[config.mk]
export PLATFORM = sky130hd
export DESIGN_NAME = html_text_extractor_top
export DESIGN_NICKNAME = d
export VERILOG_FILES = /design/src/design/hte_pkg.sv /design/src/design/hte_step.sv /design/src/design/html_text_extractor_top.sv
export SDC_FILE = /design/constraint.sdc
export NUM_CORES = 1
export LEC_CHECK = 0
export ABC_AREA = 1
export BUFFER_PORTS_ARGS = -buffer_cell sky130_fd_sc_hd__buf_2
export CELL_PAD_IN_SITES_DETAIL_PLACEMENT = 0
export CELL_PAD_IN_SITES_GLOBAL_PLACEMENT = 2
export CORE_MARGIN = 2
export CORE_UTILIZATION = 35
export DETAILED_ROUTE_END_ITERATION = 8
export GPL_TIMING_DRIVEN = 0
export PLACE_DENSITY_LB_ADDON = 0.1
export SYNTH_ARGS = -nofsm -noshare
export SYNTH_HDL_FRONTEND = slang
export SYNTH_HIERARCHICAL = 1
export SYNTH_SLANG_ARGS = --single-unit
[constraint.sdc]
create_clock -name clk -period 6.1 [get_ports clk]
set_input_delay 0.61 -clock clk [delete_from_list [all_inputs] [get_ports clk]]
set_output_delay 0.61 -clock clk [all_outputs]
set_load 0.1 [all_outputs]
[src/design/hte_pkg.sv]
`default_nettype none

package hte_pkg;

  // Document modes.
  typedef enum logic [2:0] {
    MODE_TAG     = 3'd0,
    MODE_TEXT    = 3'd1,
    MODE_SCRIPT  = 3'd2,
    MODE_STYLE   = 3'd3,
    MODE_COMMENT = 3'd4
  } mode_t;

  localparam logic [7:0] CH_LT    = 8'h3C;  // '<'
  localparam logic [7:0] CH_GT    = 8'h3E;  // '>'
  localparam logic [7:0] CH_BANG  = 8'h21;  // '!'
  localparam logic [7:0] CH_DASH  = 8'h2D;  // '-'
  localparam logic [7:0] CH_SPACE = 8'h20;
  localparam logic [7:0] CH_TAB   = 8'h09;
  localparam logic [7:0] CH_LF    = 8'h0A;
  localparam logic [7:0] CH_CR    = 8'h0D;

  localparam logic [3:0] SCRIPT_CLOSE_LEN = 4'd9;
  localparam logic [3:0] STYLE_CLOSE_LEN  = 4'd8;
  localparam logic [2:0] SCRIPT_NAME_LEN  = 3'd6;
  localparam logic [2:0] STYLE_NAME_LEN   = 3'd5;

  localparam logic [1:0] OPENER_LT   = 2'd1;
  localparam logic [1:0] OPENER_BANG = 2'd2;
  localparam logic [1:0] OPENER_DASH = 2'd3;

  typedef struct packed {
    logic [7:0] data_byte;
    logic       last_byte;
  } in_item_t;

  typedef struct packed {
    logic [7:0] text_byte;
    logic       text_valid;
    logic       doc_end;
  } out_item_t;

  typedef struct packed {
    mode_t      mode;
    logic [1:0] opener_progress;
    logic [2:0] name_progress;
    logic       not_script;
    logic       not_style;
    logic       name_ended;
    logic [3:0] close_progress;
    logic [1:0] dash_run;
    logic       prev_was_space;
    logic       any_emitted;
  } hte_state_t;

  localparam hte_state_t STATE_RST = '{
    mode:            MODE_TAG,
    opener_progress: 2'd0,
    name_progress:   3'd0,
    not_script:      1'b0,
    not_style:       1'b0,
    name_ended:      1'b0,
    close_progress:  4'd0,
    dash_run:        2'd0,
    prev_was_space:  1'b1,
    any_emitted:     1'b0
  };

  // "</script>"
  function automatic logic [7:0] script_close_at(input logic [3:0] idx);
    logic [7:0] ch;
    unique case (idx)
      4'd0:    ch = 8'h3C;
      4'd1:    ch = 8'h2F;
      4'd2:    ch = 8'h73;
      4'd3:    ch = 8'h63;
      4'd4:    ch = 8'h72;
      4'd5:    ch = 8'h69;
      4'd6:    ch = 8'h70;
      4'd7:    ch = 8'h74;
      4'd8:    ch = 8'h3E;
      default: ch = 8'h00;
    endcase
    return ch;
  endfunction

  // "</style>"
  function automatic logic [7:0] style_close_at(input logic [3:0] idx);
    logic [7:0] ch;
    unique case (idx)
      4'd0:    ch = 8'h3C;
      4'd1:    ch = 8'h2F;
      4'd2:    ch = 8'h73;
      4'd3:    ch = 8'h74;
      4'd4:    ch = 8'h79;
      4'd5:    ch = 8'h6C;
      4'd6:    ch = 8'h65;
      4'd7:    ch = 8'h3E;
      default: ch = 8'h00;
    endcase
    return ch;
  endfunction

  // "script"
  function automatic logic [7:0] script_name_at(input logic [2:0] idx);
    logic [7:0] ch;
    unique case (idx)
      3'd0:    ch = 8'h73;
      3'd1:    ch = 8'h63;
      3'd2:    ch = 8'h72;
      3'd3:    ch = 8'h69;
      3'd4:    ch = 8'h70;
      3'd5:    ch = 8'h74;
      default: ch = 8'h00;
    endcase
    return ch;
  endfunction

  // "style"
  function automatic logic [7:0] style_name_at(input logic [2:0] idx);
    logic [7:0] ch;
    unique case (idx)
      3'd0:    ch = 8'h73;
      3'd1:    ch = 8'h74;
      3'd2:    ch = 8'h79;
      3'd3:    ch = 8'h6C;
      3'd4:    ch = 8'h65;
      default: ch = 8'h00;
    endcase
    return ch;
  endfunction

endpackage

`default_nettype wire

[src/design/hte_step.sv]
`default_nettype none

// Next-state and result logic for one document byte.
module hte_step (
  input  wire  hte_pkg::hte_state_t st,
  input  wire  hte_pkg::in_item_t   item,
  output hte_pkg::hte_state_t       st_nxt,
  output hte_pkg::out_item_t        res
);
  import hte_pkg::*;

  logic [7:0] c;
  logic [7:0] c_text;
  logic [7:0] lc;
  logic       is_ws;
  logic [3:0] cp;
  logic [3:0] cp_nxt;
  logic [3:0] close_len;
  logic [7:0] close_ch;
  logic       close_hit;

  assign c      = item.data_byte;
  assign is_ws  = (c == CH_SPACE) || ((c >= 8'd9) && (c <= 8'd13));
  assign lc     = ((c >= 8'h41) && (c <= 8'h5A)) ? (c + 8'd32) : c;
  assign c_text = ((c == CH_LF) || (c == CH_TAB)) ? CH_SPACE : c;

  // Closing-tag matcher, shared by script and style bodies.
  assign close_len = (st.mode == MODE_SCRIPT) ? SCRIPT_CLOSE_LEN : STYLE_CLOSE_LEN;
  assign cp        = (st.close_progress >= close_len) ? 4'd0 : st.close_progress;
  assign close_ch  = (st.mode == MODE_SCRIPT) ? script_close_at(cp) : style_close_at(cp);
  assign cp_nxt    = (c == close_ch) ? (cp + 4'd1) : ((c == CH_LT) ? 4'd1 : 4'd0);
  assign close_hit = (cp_nxt == close_len);

  always_comb begin
    st_nxt = st;
    res    = '0;
    unique case (st.mode)
      MODE_TEXT: begin
        if (c == CH_LT) begin
          st_nxt.mode            = MODE_TAG;
          st_nxt.opener_progress = 2'd0;
          st_nxt.close_progress  = 4'd0;
          st_nxt.dash_run        = 2'd0;
          st_nxt.name_progress   = 3'd0;
          st_nxt.not_script      = 1'b0;
          st_nxt.not_style       = 1'b0;
          st_nxt.name_ended      = 1'b0;
        end else if (!((c_text == CH_SPACE) && st.prev_was_space)) begin
          res.text_byte         = c_text;
          res.text_valid        = 1'b1;
          st_nxt.prev_was_space = (c_text == CH_SPACE);
          st_nxt.any_emitted    = 1'b1;
        end
      end
      MODE_SCRIPT, MODE_STYLE: begin
        if (close_hit) begin
          st_nxt.mode            = MODE_TAG;
          st_nxt.opener_progress = 2'd0;
          st_nxt.close_progress  = 4'd0;
          st_nxt.dash_run        = 2'd0;
          st_nxt.name_progress   = 3'd0;
          st_nxt.not_script      = 1'b0;
          st_nxt.not_style       = 1'b0;
          st_nxt.name_ended      = 1'b0;
        end else begin
          st_nxt.close_progress = cp_nxt;
        end
      end
      MODE_COMMENT: begin
        if (c == CH_DASH) begin
          if (st.dash_run < 2'd2) begin
            st_nxt.dash_run = st.dash_run + 2'd1;
          end
        end else if ((c == CH_GT) && (st.dash_run >= 2'd2)) begin
          st_nxt.mode            = MODE_TAG;
          st_nxt.opener_progress = 2'd0;
          st_nxt.close_progress  = 4'd0;
          st_nxt.dash_run        = 2'd0;
          st_nxt.name_progress   = 3'd0;
          st_nxt.not_script      = 1'b0;
          st_nxt.not_style       = 1'b0;
          st_nxt.name_ended      = 1'b0;
        end else begin
          st_nxt.dash_run = 2'd0;
        end
      end
      default: begin
        st_nxt.mode = MODE_TAG;
        if (c == CH_LT) begin
          st_nxt.name_progress   = 3'd0;
          st_nxt.not_script      = 1'b0;
          st_nxt.not_style       = 1'b0;
          st_nxt.name_ended      = 1'b0;
          st_nxt.opener_progress = OPENER_LT;
        end else if (c == CH_GT) begin
          st_nxt.opener_progress = 2'd0;
          if (!st.not_script && (st.name_progress == SCRIPT_NAME_LEN)) begin
            st_nxt.mode           = MODE_SCRIPT;
            st_nxt.close_progress = 4'd0;
          end else if (!st.not_style && (st.name_progress == STYLE_NAME_LEN)) begin
            st_nxt.mode           = MODE_STYLE;
            st_nxt.close_progress = 4'd0;
          end else begin
            st_nxt.mode = MODE_TEXT;
            if (st.any_emitted && !st.prev_was_space) begin
              res.text_byte         = CH_SPACE;
              res.text_valid        = 1'b1;
              st_nxt.prev_was_space = 1'b1;
            end
          end
          st_nxt.name_progress = 3'd0;
          st_nxt.not_script    = 1'b0;
          st_nxt.not_style     = 1'b0;
          st_nxt.name_ended    = 1'b0;
        end else if ((st.opener_progress == OPENER_DASH) && (c == CH_DASH)) begin
          st_nxt.opener_progress = 2'd0;
          st_nxt.mode            = MODE_COMMENT;
          st_nxt.dash_run        = 2'd0;
          st_nxt.name_progress   = 3'd0;
          st_nxt.not_script      = 1'b0;
          st_nxt.not_style       = 1'b0;
          st_nxt.name_ended      = 1'b0;
        end else begin
          if ((st.opener_progress == OPENER_LT) && (c == CH_BANG)) begin
            st_nxt.opener_progress = OPENER_BANG;
          end else if ((st.opener_progress == OPENER_BANG) && (c == CH_DASH)) begin
            st_nxt.opener_progress = OPENER_DASH;
          end else begin
            st_nxt.opener_progress = 2'd0;
          end
          // Tag name: lower-cased, cut at the first whitespace.
          if (!st.name_ended) begin
            if (is_ws) begin
              st_nxt.name_ended = 1'b1;
            end else begin
              if (!((st.name_progress < SCRIPT_NAME_LEN) &&
                    (lc == script_name_at(st.name_progress)))) begin
                st_nxt.not_script = 1'b1;
              end
              if (!((st.name_progress < STYLE_NAME_LEN) &&
                    (lc == style_name_at(st.name_progress)))) begin
                st_nxt.not_style = 1'b1;
              end
              if (st.name_progress < 3'd7) begin
                st_nxt.name_progress = st.name_progress + 3'd1;
              end
            end
          end
        end
      end
    endcase
    res.doc_end = item.last_byte;
    // Every document starts from a clean machine.
    if (item.last_byte) begin
      st_nxt = STATE_RST;
    end
  end

endmodule

`default_nettype wire

[src/design/html_text_extractor_top.sv]
`default_nettype none

// The result item for a byte is registered and appears in the cycle after the byte is accepted.
// Throughput: one byte per cycle while out_ready holds; the parser state and the result register update
// together in that cycle, so the rate is set by the single state register loop.
// Reset: rst_n is synchronous and active low; it empties the result register and
// returns the parser to tag mode with no text emitted.
module html_text_extractor_top (
  input  wire                 clk,
  input  wire                 rst_n,
  input  wire                 in_valid,
  output logic                in_ready,
  input  wire  hte_pkg::in_item_t  in_item,
  output logic                out_valid,
  input  wire                 out_ready,
  output hte_pkg::out_item_t  out_item
);
  import hte_pkg::*;

  // Parser state, updated once for every accepted item.
  hte_state_t state_r;
  hte_state_t state_nxt;

  // Result register. Every byte produces exactly one result item, so the
  // register holds one item at most.
  out_item_t  res_r;
  out_item_t  res_nxt;
  logic       res_valid_r;

  logic       in_fire;
  logic       out_fire;

  // A new item may enter whenever the result register is empty or is being
  // drained in this same cycle.
  assign in_ready  = !res_valid_r || out_ready;
  assign in_fire   = in_valid && in_ready;
  assign out_fire  = res_valid_r && out_ready;
  assign out_valid = res_valid_r;
  assign out_item  = res_r;

  // All per-byte decisions: mode changes, tag-name matching, closing-tag
  // matching, comment tracking and whitespace folding.
  hte_step u_step (
    .st     (state_r),
    .item   (in_item),
    .st_nxt (state_nxt),
    .res    (res_nxt)
  );

  always_ff @(posedge clk) begin
    if (!rst_n) begin
      state_r     <= STATE_RST;
      res_valid_r <= 1'b0;
    end else begin
      if (in_fire) begin
        state_r     <= state_nxt;
        res_valid_r <= 1'b1;
      end else if (out_fire) begin
        res_valid_r <= 1'b0;
      end
    end
  end

  // The payload needs no reset; it is qualified by res_valid_r.
  always_ff @(posedge clk) begin
    if (in_fire) begin
      res_r <= res_nxt;
    end
  end

  // The final byte of a document leaves the parser in its reset state.
  assert property (@(posedge clk) disable iff (!rst_n)
    in_fire && in_item.last_byte |=> state_r == STATE_RST)
    else $error("parser state not cleared after last byte");

  // Bodies of script, style and comment blocks never produce text.
  assert property (@(posedge clk) disable iff (!rst_n)
    in_fire && (state_r.mode == MODE_SCRIPT || state_r.mode == MODE_STYLE ||
                state_r.mode == MODE_COMMENT) |=> !res_r.text_valid)
    else $error("text emitted from a dropped body");

  // After a space is emitted the next space must be folded away.
  assert property (@(posedge clk) disable iff (!rst_n)
    in_fire && res_nxt.text_valid && res_nxt.text_byte == CH_SPACE |=>
      state_r.prev_was_space)
    else $error("space emitted without marking prev_was_space");

  // No text means a zero byte in the result.
  assert property (@(posedge clk) disable iff (!rst_n)
    res_valid_r && !res_r.text_valid |-> res_r.text_byte == 8'h00)
    else $error("text_byte set without text_valid");

  // The end-of-document flag follows the accepted item.
  assert property (@(posedge clk) disable iff (!rst_n)
    in_fire |=> res_r.doc_end == $past(in_item.last_byte))
    else $error("doc_end does not follow last_byte");

endmodule

`default_nettype wire
After elaboration in Yosys (flattened, before gate mapping). Memories as Yosys holds them, arrays and structs flattened. Cells that the tools add are included. Widths: inputs -> output; s select.

Bits in writable memories: 0. Memories: 2. Bits in read-only memories: 160. Word-level logic and storage cells: 184. Bits in latches: 0. Register bits after elaboration: 30. Bits of input ports: 13. Output and inout bits: 12.

Equal/unequal tests: 42. $add $sub $neg: 4. Muxes and demuxes: 71. Order comparisons: 10. Bitwise gates (word level): 0. Div/mod/pow operators: 0. Shifts and indexed selects: 0. $mul: 0. Reduce and logical (&&, ||, !) cells: 41.

Memory list: (no name shown) (depth 16, width 7, read ports 1, clocked after memory_dff 0, write ports 0, RTL line hte_pkg.sv:72) `unique case (idx)`; (no name shown) (depth 8, width 6, read ports 1, clocked after memory_dff 0, write ports 0, RTL line hte_pkg.sv:90) `unique case (idx)`.

Operator list (count): $mux 8 (18); $pmux 17 s3 (1); $eq 8x6->1 const B (6); $mux 9 (5); $pmux 7 s6 (1); $pmux 7 s5 (1); $reduce_and 8->1 (4); $mux 15 (2); $eq 8x8->1 (3); $mux 4 (6); $mux 11 (2); $mux 7 (3); $mux 2 (10); $mux 19 (1); $pmux 9 s2 (1); $mux 17 (1); $eq 8x4->1 const B (2); $logic_and 1x1->1 (14); $ne 7x4->1 const B (2); $reduce_and 7->1 (2); $eq 3x2->1 const B (4); $eq 3x3->1 const B (4); $mux 1 (12); $mux 3 (4); other kinds (40) (59).

Longest topological paths before layout.
Depth after elaboration: 19. Depth in mapped cells: 35. Depth with buffers taken out: 35.

Modules after synthesis. The synthesis kept the hierarchy.

Modules (own cells, without submodules): hte_step (area each 1824.2 µm², seq. area each 0.0 µm², times used 1, cells each 354); html_text_extractor_top (area each 1316.3 µm², seq. area each 700.7 µm², times used 1, cells each 138).

Worst setup path before layout. Ideal clock, no wire load.

Path kind: reg-to-reg. Start: register state_r[17] (netlist bit). End: register state_r[13] (netlist bit). Data required time: 5.987 ns. Path buffers: 0. Stages on the path, launching flop included: 27. Library setup time: 0.113 ns. Period minus slack after synthesis: 3.397 ns. Setup slack: 2.703 ns. Data arrival time: 3.283 ns. Cells stage by stage: dfxtp_1 inv_2 nor2_4 nand2_4 clkinv_2 ha_1 nor2_1 nand2_1 nand2_1 nand2_1 ha_1 inv_1 o2111ai_1 a21oi_2 nor2_2 nand3_2 nand2_1 nand3_1 nand2_1 nand2_2 nand2_4 nand2_4 and3b_1 inv_1 nand3_1 nand2_1 nor2_1.

RTL lines: from (decl) (RTL line html_text_extractor_top.sv:21) `hte_state_t state_r;`; from (signal assigned) (RTL line html_text_extractor_top.sv:56) `state_r <= state_nxt;`.

==> impl_metrics.xml <==
<?xml version="1.0" encoding="UTF-8"?>
<metrics>
  <group name="finish">
    <metric name="final_cell_mix" unit="">sky130_fd_sc_hd__nand2_1 (107), sky130_fd_sc_hd__inv_1 (72), sky130_fd_sc_hd__nand3_1 (54)</metric>
    <metric name="fill_cell_count" unit="">988</metric>
    <metric name="area_delta_synth_final" unit="%">10.16</metric>
    <metric name="post_layout_nonfiller_instances" unit="">626</metric>
    <metric name="nets" unit="">545</metric>
    <metric name="ff_latch_area" unit="um^2">700.7</metric>
    <metric name="multi_input_combinational_cell_area" unit="um^2">1987</metric>
    <metric name="antenna_cells_inserted" unit="">0</metric>
    <metric name="final_layout_size_suffix_gt1_share" unit="%">17.18</metric>
    <metric name="most_frequent_standard_cell_in_the_layout_excluding_fill_and_tap_cells" unit="">sky130_fd_sc_hd__nand2_1</metric>
  </group>
  <group name="cts">
    <metric name="tritoncts_num_sinks" unit="">30</metric>
    <metric name="clk_transition_reported_paths" unit="ns">0.08</metric>
    <metric name="cts_hold_buffers" unit="">0</metric>
    <metric name="worstSkewPairLatency" unit="ns">0.29</metric>
    <metric name="maximum_count_of_clock_buffers_along_a_single_path" unit="">2</metric>
    <metric name="cts_htree_levels" unit="">2</metric>
    <metric name="setup_buffers_after_cts" unit="">0</metric>
    <metric name="ctsResizeCount" unit="">0</metric>
    <metric name="cts_root_buffer" unit="">sky130_fd_sc_hd__clkbuf_8</metric>
    <metric name="cts_buffers" unit="">5</metric>
    <metric name="tritoncts" unit="">built</metric>
  </group>
  <group name="sta">
    <metric name="final_worst_path_cycle_share" unit="%">67.27</metric>
    <metric name="fin_hold_ws" unit="ns">0.4936</metric>
    <metric name="rsz0062_at_grt" unit="">false</metric>
    <metric name="clock_skew" unit="ns">0.01169</metric>
    <metric name="final_setup_fails" unit="">0</metric>
    <metric name="timing_worst_slew_pin_value" unit="ns">0.5500</metric>
    <metric name="max_freq" unit="MHz">243.7</metric>
    <metric name="tns" unit="ns">0</metric>
    <metric name="finalCriticalPeriod" unit="ns">4.104</metric>
    <metric name="maxSlewViolCount" unit="">0</metric>
    <metric name="max_slew_headroom" unit="%">63.05</metric>
    <metric name="final_setup_margin" unit="ns">1.996</metric>
    <metric name="hold_violations" unit="">0</metric>
  </group>
  <group name="power">
    <metric name="power.density" unit="nW/um^2">195.6</metric>
    <metric name="power.share.sequential" unit="%">35.1</metric>
    <metric name="total_switching_power" unit="uW">284.2</metric>
    <metric name="internal_power" unit="uW">392.7</metric>
    <metric name="comb_pwr_share" unit="%">38.2</metric>
    <metric name="pwr-share-clk" unit="%">26.7</metric>
    <metric name="leakage" unit="nW">1.621</metric>
    <metric name="power.switching_fraction" unit="%">41.98</metric>
    <metric name="report.power.total" unit="uW">676.8</metric>
    <metric name="vdd.ir_drop.worst" unit="V">0.0001090</metric>
  </group>
  <group name="outcome">
    <metric name="status" unit="">completed</metric>
  </group>
  <group name="global_routing">
    <metric name="first_global_vias" unit="">3010</metric>
    <metric name="grt_pass1_wl" unit="um">15530</metric>
    <metric name="pin_count_of_the_biggest_net_entering_global_routing" unit="">11</metric>
    <metric name="number_of_antenna_violations_at_the_first_check_in_global_routing" unit="">0</metric>
    <metric name="global_route.overflow_total" unit="">0</metric>
    <metric name="grtUsageTotal" unit="%">19.80</metric>
  </group>
  <group name="route">
    <metric name="drtAntennaViolNets" unit="">0</metric>
    <metric name="via_per_inst" unit="">5.027</metric>
    <metric name="first_pass_iters" unit="">4</metric>
    <metric name="drt_wirelength" unit="um">9258</metric>
    <metric name="via_count_of_the_routed_design" unit="">3147</metric>
    <metric name="wire_per_inst" unit="um">14.79</metric>
    <metric name="drc" unit="">0</metric>
    <metric name="drt_iter0_markers" unit="">111</metric>
  </group>
  <group name="placement">
    <metric name="dp_hpwl" unit="um">7211</metric>
    <metric name="finalWeightedCongestion" unit="">0.8649</metric>
    <metric name="buffer_ports.inserted" unit="">18</metric>
    <metric name="place_inst" unit="">618</metric>
    <metric name="dpl_worst_slack" unit="ns">2.043</metric>
  </group>
  <group name="yosys">
    <metric name="synthesis.area" unit="um^2">3141</metric>
    <metric name="synth_cells" unit="">492</metric>
    <metric name="synth-seq-cells" unit="">30</metric>
    <metric name="avgSynthCellArea" unit="um^2">6.383</metric>
    <metric name="syn-num-nets" unit="">520</metric>
    <metric name="yosys_warnings" unit="">6</metric>
    <metric name="synth.yosys.seq_area_share" unit="%">22.31</metric>
    <metric name="post_synth_num_cell_types" unit="">41</metric>
  </group>
  <group name="floorplan">
    <metric name="placement_rows" unit="">34</metric>
    <metric name="core" unit="um^2">8721</metric>
    <metric name="ios" unit="">25</metric>
    <metric name="initial_core_util" unit="%">36.01</metric>
    <metric name="fp.dieH" unit="um">98.73</metric>
    <metric name="fp.dieW" unit="um">98.73</metric>
    <metric name="dieArea" unit="um^2">9747</metric>
  </group>
  <group name="worst_hold_path">
    <metric name="worst_hold_path_type" unit="">flip-flop to flip-flop</metric>
    <metric name="min_delay_path_depth" unit="">2</metric>
  </group>
  <group name="critical_path">
    <metric name="worst-r2r-setup-slack" unit="ns">2.00</metric>
    <metric name="timing.critical_path.mode_cell" unit="">sky130_fd_sc_hd__nand2_1</metric>
    <metric name="cp_data_arrival_time" unit="ns">4.34</metric>
    <metric name="critical_path_peak_fanout" unit="">10</metric>
    <metric name="crit_path_end_kind" unit="">flip-flop</metric>
    <metric name="crit_path_largest_cell_delay" unit="ns">0.40</metric>
    <metric name="cp.required" unit="ns">6.33</metric>
    <metric name="timing.setup.critical_path_class" unit="">flip-flop to flip-flop</metric>
    <metric name="worst-r2r-cell-count" unit="">28</metric>
    <metric name="startpoint_type" unit="">flip-flop</metric>
    <metric name="cp_slowest_cell" unit="">sky130_fd_sc_hd__dfxtp_1</metric>
  </group>
  <group name="flow_run">
    <metric name="max-cap-violations" unit="">0</metric>
  </group>
</metrics>
## routing by layer
metal | track usage (%) | vias up | routed length (um)
li1 | - | 1659 | -
met1 | 27.83 | 1430 | 4718
met2 | 32.81 | 54 | 4144
met3 | 2.908 | 4 | 340
met5 | 0 | - | 0
met4 | 3.477 | 0 | 55
## power groups by stage
stage,combinational (mW),sequential [mW],clock [mW]
after floorplan,0.171,0.273,0
after global placement,0.258,0.242,0
after detailed placement,0.259,0.242,0
after CTS,0.260,0.238,0.185
after global routing,0.293,0.240,0.190
final,0.258,0.237,0.181
## registers in the layout, summed over array words and instances (netlist names)
signal / count
out_item: 10
out_valid: 1
state_r: 19
## cell families (layout without fill, tap and decap cells)
family | Yosys count | in the layout | share of synthesized area [%]
compound gates | 81 | 81 | 16.57
xor+xnor | 6 | 6 | 1.673
fa+ha+maj | 15 | 15 | 5.976
buf+inv | 98 | 124 | 14.42
flops | 30 | 30 | 22.31
simple gates | 262 | 262 | 39.04
## cell type report
class                           count  share of cell area, %
Clock buffer                        6                  2.387
Clock inverter                      2                 0.3255
Multi-Input combinational cell    364                  57.43
Inverter                           80                  8.716
Timing Repair Buffer               18                  2.604
Sequential cell                    30                  20.25
Buffer                             18                  4.376
Tap cell                          108                  3.906
## cells in the mapped netlist
master | count | area share [%]
sky130_fd_sc_hd__o21ai_0 | 29 | 4.6
sky130_fd_sc_hd__buf_12 | 2 | 1.3
sky130_fd_sc_hd__clkinv_1 | 1 | 0.12
sky130_fd_sc_hd__a211oi_1 | 2 | 0.48
sky130_fd_sc_hd__nor3b_1 | 2 | 0.48
sky130_fd_sc_hd__a21oi_2 | 19 | 5.3
sky130_fd_sc_hd__nand2_4 | 4 | 1.4
sky130_fd_sc_hd__dfxtp_1 | 20 | 13
sky130_fd_sc_hd__or2_4 | 1 | 0.28
sky130_fd_sc_hd__buf_2 | 5 | 0.80
sky130_fd_sc_hd__nor2_4 | 2 | 0.72
sky130_fd_sc_hd__o211ai_1 | 3 | 0.72
sky130_fd_sc_hd__clkbuf_1 | 4 | 0.48
sky130_fd_sc_hd__a21boi_1 | 1 | 0.24
sky130_fd_sc_hd__a22oi_1 | 3 | 0.72
sky130_fd_sc_hd__and3b_1 | 2 | 0.56
sky130_fd_sc_hd__buf_4 | 2 | 0.48
sky130_fd_sc_hd__inv_2 | 6 | 0.72
sky130_fd_sc_hd__a31oi_1 | 2 | 0.40
sky130_fd_sc_hd__nor4_1 | 1 | 0.20
sky130_fd_sc_hd__edfxtp_1 | 10 | 9.6
sky130_fd_sc_hd__a21oi_1 | 16 | 2.5
sky130_fd_sc_hd__buf_6 | 5 | 1.8
sky130_fd_sc_hd__or2_0 | 1 | 0.20
sky130_fd_sc_hd__o21ai_1 | 1 | 0.16
sky130_fd_sc_hd__ha_1 | 15 | 6.0
sky130_fd_sc_hd__nand3_2 | 4 | 1.3
sky130_fd_sc_hd__nand3_1 | 54 | 8.6
sky130_fd_sc_hd__and3_2 | 1 | 0.24
sky130_fd_sc_hd__nor2_2 | 3 | 0.60
sky130_fd_sc_hd__nor3_1 | 14 | 2.2
sky130_fd_sc_hd__xor2_1 | 6 | 1.7
sky130_fd_sc_hd__nand4_2 | 1 | 0.40
sky130_fd_sc_hd__o311ai_0 | 1 | 0.28
sky130_fd_sc_hd__clkinv_2 | 1 | 0.16
sky130_fd_sc_hd__nor2_1 | 49 | 5.9
sky130_fd_sc_hd__nand2_1 | 107 | 13
sky130_fd_sc_hd__inv_1 | 72 | 8.6
sky130_fd_sc_hd__o2111ai_1 | 4 | 1.1
sky130_fd_sc_hd__nand2_2 | 7 | 1.4
sky130_fd_sc_hd__nand4_1 | 9 | 1.8
## worst max-delay path: cells and delay by family (launching register included)
kind,cells,cell delay (ns)
fa+ha+maj,2,0.46
flops,1,0.40
buf+inv,4,0.40
simple gates,22,2.75
## through the flow
stage	utilization, %	cell area, um^2
after floorplan	-	3141
final	39.67	3460
after CTS	39.67	3460
after detailed placement	38.59	3366
after global routing	39.67	3460
after global placement	38.59	3366
## worst paths after layout
check,from,end
setup / recovery,state_r[17]$_SDFFE_PN0P_,state_r[9]$_SDFFE_PN0P_
setup reg to reg,state_r[17]$_SDFFE_PN0P_,state_r[9]$_SDFFE_PN0P_
hold reg to reg,state_r[0]$_SDFFE_PN0P_,state_r[0]$_SDFFE_PN0P_
hold / removal,state_r[0]$_SDFFE_PN0P_,state_r[0]$_SDFFE_PN0P_
Note: power is estimated with default switching activity, not from simulation.
